[src/rtl/core/mse_ram.sv]
// ----------------------------------------------------------------------------
// mse_ram
// Generic RAM: one write port, two read ports, registered read data.
// ----------------------------------------------------------------------------
module mse_ram #(
    parameter int WIDTH = 32,
    parameter int DEPTH = 64
) (
    input  logic                     aclk,
    input  logic                     we,
    input  logic [$clog2(DEPTH)-1:0] waddr,
    input  logic [WIDTH-1:0]         wdata,
    input  logic [$clog2(DEPTH)-1:0] raddr_a,
    input  logic [$clog2(DEPTH)-1:0] raddr_b,
    output logic [WIDTH-1:0]         rdata_a,
    output logic [WIDTH-1:0]         rdata_b
);

    logic [WIDTH-1:0] mem [DEPTH];

    always_ff @(posedge aclk) begin
        if (we) begin
            mem[waddr] <= wdata;
        end
        rdata_a <= mem[raddr_a];
        rdata_b <= mem[raddr_b];
    end

endmodule

[config.mk]
export PLATFORM = sky130hd
export DESIGN_NAME = mse_ram
export DESIGN_NICKNAME = d
export VERILOG_FILES = /design/src/rtl/core/mse_ram.sv
export SDC_FILE = /design/constraint.sdc
export NUM_CORES = 2
export LEC_CHECK = 0
export ABC_CLOCK_PERIOD_IN_PS = 5200
export BUFFER_PORTS_ARGS = -buffer_cell sky130_fd_sc_hd__buf_4
export CAP_MARGIN = 20
export CORE_MARGIN = 8
export CORE_UTILIZATION = 59
export DETAILED_ROUTE_END_ITERATION = 8
export PLACE_DENSITY_LB_ADDON = 0.1
export REMOVE_ABC_BUFFERS = 1
export SLEW_MARGIN = 20
export SYNTH_ARGS = -nofsm -noshare
export SYNTH_HDL_FRONTEND = slang
export SYNTH_SLANG_ARGS = --single-unit
[constraint.sdc]
create_clock -name aclk -period 5.2 [get_ports aclk]
set_clock_uncertainty 0.15 [all_clocks]
set_input_delay 1.04 -clock aclk [delete_from_list [all_inputs] [get_ports aclk]]
set_output_delay 1.04 -clock aclk [all_outputs]
set_load 0.005 [all_outputs]
==> impl_metrics.json <==
{
  "run_status": "completed",
  "max_slew_violation_total_from_the_final_report": 0,
  "timing_hold_violations_final": 0,
  "grt_start_max_net_pins": 102,
  "timing.critical_path.fanout_max": 42,
  "drc": 0,
  "syn2layout_area_growth_pct": 12.17,
  "cp_cell_sequence": "buf_8 > buf_12 > buf_12 > mux4_2 > mux4_2 > o22ai_1 > a21oi_1",
  "clock-sinks": 2112,
  "rsz_0062_raised_after_global_routing": "no",
  "rd_place_congestion": 0.8379,
  "yosysWarnings": 0,
  "seq_area_frac_synth_pct": 65.63,
  "slowest_cell_on_the_critical_path": "o22ai_1",
  "worstMarginPinSlew_ns": 1.200,
  "cts_resized": 0,
  "postCtsSetupBuffers": 0,
  "route.vias.total": 52910,
  "fin_tns_setup_ns": 0,
  "post_dp_hpwl_um": 167600,
  "finalSetupViolCount": 0,
  "internal-power_w": 0.02898,
  "holdBufCountCts": 0,
  "antenna_found_initial": 25,
  "yosys.cell_types.count": 38,
  "die_w_um": 418.7,
  "power_frac_comb_pct": 8.3,
  "cellLeakagePower_nw": 33.88,
  "grt_overflow": 0,
  "synth_edf_count": 2048,
  "p_clk_share_pct": 41.0,
  "clkLatencyLatePin_ns": 0.85,
  "synth_top_flop_cell": "edfxtp_1",
  "floorplan.rows": 147,
  "switching_share_pct": 22.58,
  "timing.critical_path.slowest_cell_delay_ns": 0.68,
  "detail-route-antenna-nets": 0,
  "globalRouteTotalUtil_pct": 32.93,
  "worst_setup_path_end_kind": "flip-flop",
  "routed_via_density": 7.578,
  "post-route-period-util_pct": 69.34,
  "vdd.ir_drop.worst_mv": 0.3759,
  "cts.clk_slew.worst_paths_ns": 0.07,
  "fmax_mhz": 277.3,
  "coreArea_um2": 160800,
  "power.density_cell_area_nw_per_um2": 348.8,
  "drv_cap": 0,
  "detail_route.iter0.violations": 8082,
  "die_height_um": 418.7,
  "place_area_um2": 100400,
  "synthesis.area_um2": 95660,
  "cts_inserted_buffers": 213,
  "floorplan.die_area_um2": 175300,
  "wire_length_of_the_first_global_routing_pass_um": 404100,
  "total_power_w": 0.03743,
  "syn_area_per_cell_um2": 21.68,
  "io-pin-count": 116,
  "h-tree-depth": 4,
  "final_stage_net_count": 4684,
  "worstPathRequired_ns": 5.74,
  "synthesized_instance_count": 4412,
  "cp-start-kind": "input port",
  "critical_path_class": "in2reg",
  "timing.critical_path.arrival_ns": 4.14,
  "power.net_switching_w": 0.008451,
  "share_seq_of_total_power_pct": 50.8,
  "design_area_um2": 107300,
  "timing.hold.ws_ns": 0.5568,
  "ctsRootBufferMaster": "clkbuf_16",
  "max-clock-path-buffers": 3,
  "critical_path.top_delay_family": "buffers and inverters",
  "tritoncts": "done",
  "drt_pass1_iterations": 6,
  "port-buffer-count": 115,
  "post_route_cells_drive_above_1_share_pct": 39.60,
  "synth.ff_latch_count": 2112,
  "critical_path.n_buffers_inverters": 3,
  "min-delay-path-class": "in2reg",
  "totalWireLength_um": 288400,
  "synthArstFlopShare_pct": 0,
  "maxSlewHeadroom_pct": 19.13,
  "effective_utilization_at_floorplan_pct": 59.51,
  "detail_route.wl_per_cell_um": 41.31,
  "finalCriticalPeriod_ns": 3.606,
  "first_global_vias": 52530
}
placed cells by master, fill, tap and decap left out, types with 3 or more instances in the layout:
cell / instances
clkinv_2: 48
nand3_1: 9
inv_6: 10
clkinvlp_4: 8
clkbuf_1: 50
clkinv_1: 35
mux4_2: 1124
nor2b_1: 15
a221oi_1: 13
clkbuf_16: 215
a21oi_1: 58
nor2b_4: 3
nand2b_1: 7
a22oi_1: 85
clkbuf_8: 6
nand3b_1: 6
nor2_4: 63
edfxtp_1: 2048
buf_8: 6
o21ai_0: 18
diode_2: 6
dfxtp_1: 64
o211ai_1: 27
nand2_1: 91
a32oi_1: 9
o22ai_1: 55
mux2i_1: 204
bufinv_16: 23
o21ai_1: 31
o221ai_1: 16
nor2_1: 31
buf_12: 42
and2_1: 5
or2_2: 3
o32a_1: 9
buf_4: 301
a211oi_1: 14
mux2_2: 36
flip-flops by register name, indices dropped and copies added (netlist names):
signal,count
rdata_b,32
rdata_a,32
mem,2048
path summary, 6_finish.rpt:
kind / startpoint / to / slack (ns) / cells after the start
hold / removal: wdata[18] / mem[33][18]$_DFFE_PP_ / 0.56 / 1
setup reg to reg: mem[22][5]$_DFFE_PP_ / rdata_b[5]$_DFF_P_ / 2.63 / 4
hold reg to reg: mem[18][25]$_DFFE_PP_ / rdata_a[25]$_DFF_P_ / 0.72 / 5
setup / recovery: raddr_b[0] / rdata_b[30]$_DFF_P_ / 1.59 / 7
Yosys cell counts, types with 2 or more instances:
cell,number,area (um^2)
edfxtp_1,2048,61500
or3b_2,2,17.52
o21ai_0,18,90.09
nand4_1,2,12.51
o221ai_1,16,140.1
or3_1,2,12.51
buf_2,121,605.6
mux4_2,1124,25310
buf_4,55,412.9
and2_1,6,37.54
nor3_1,3,15.01
or2_2,3,18.77
nand2b_1,8,50.05
o211ai_1,27,202.7
a211oi_1,15,112.6
nand3_1,9,45.04
a221oi_1,13,113.9
mux2_2,36,405.4
mux2i_1,204,2042
nor2_1,94,352.8
nor2b_1,19,118.9
a21oi_1,58,290.3
a22oi_1,85,638.1
o22ai_1,56,350.3
dfxtp_1,64,1281
o32a_1,9,90.09
buf_1,25,93.84
buf_6,11,123.9
clkbuf_1,135,506.7
o21ai_1,31,155.2
nand3b_1,6,45.04
nand2_1,93,349.1
a32oi_1,9,78.83
power groups by stage:
stage	logic, W	registers [W]	clock network [W]
floorplan	0.00136	0.0193	0
global placement	0.00304	0.0194	0
detailed placement	0.00306	0.0194	0
CTS	0.00307	0.0190	0.0154
global route	0.00323	0.0190	0.0160
finish	0.00309	0.0190	0.0153
cell families after synthesis:
family | synth area share, %
DFF | 65.63
muxes | 29.02
and+or+nand+nor | 1.133
buffers and inverters | 1.826
AOI/OAI and AO/OA | 2.392
worst register-to-register path: cells and delay by family (launching register included):
| kind | cells | cell delay (ns) |
|---|---|---|
| mux | 2 | 0.98 |
| compound gates | 2 | 0.84 |
| flops | 1 | 0.41 |
cell type report:
| class | instances | area (um^2) |
|---|---|---|
| antenna | 6 | 15.01 |
| clock buffer | 271 | 5650 |
| clock inverter | 128 | 1271 |
| fill | 10280 | 53450 |
| inverter | 1 | 3.754 |
| multi-input combinational | 1952 | 31660 |
| sequential | 2112 | 62780 |
| tap | 2160 | 2703 |
| timing repair buffer | 352 | 3218 |
metrics by stage:
| step | utilization [%] | std cells | setup WS (ns) |
|---|---|---|---|
| 2_1_floorplan | - | 4065 | 0.9608 |
| 3_3_place_gp | 62.42 | 6576 | 0.7505 |
| 3_5_place_dp | 62.43 | 6577 | 0.7704 |
| 4_1_cts | 66.73 | 6976 | 1.669 |
| 5_1_grt | 66.74 | 6977 | 1.387 |
| 6_report | 66.75 | 6982 | 1.594 |
routing by layer:
metal  track usage (%)  wire length (um)
met4             11.62             11890
met5                 0               129
met2             50.16            133900
met1             46.48            102900
met3             9.353             39640
Note: power is estimated with default switching activity, not from simulation.
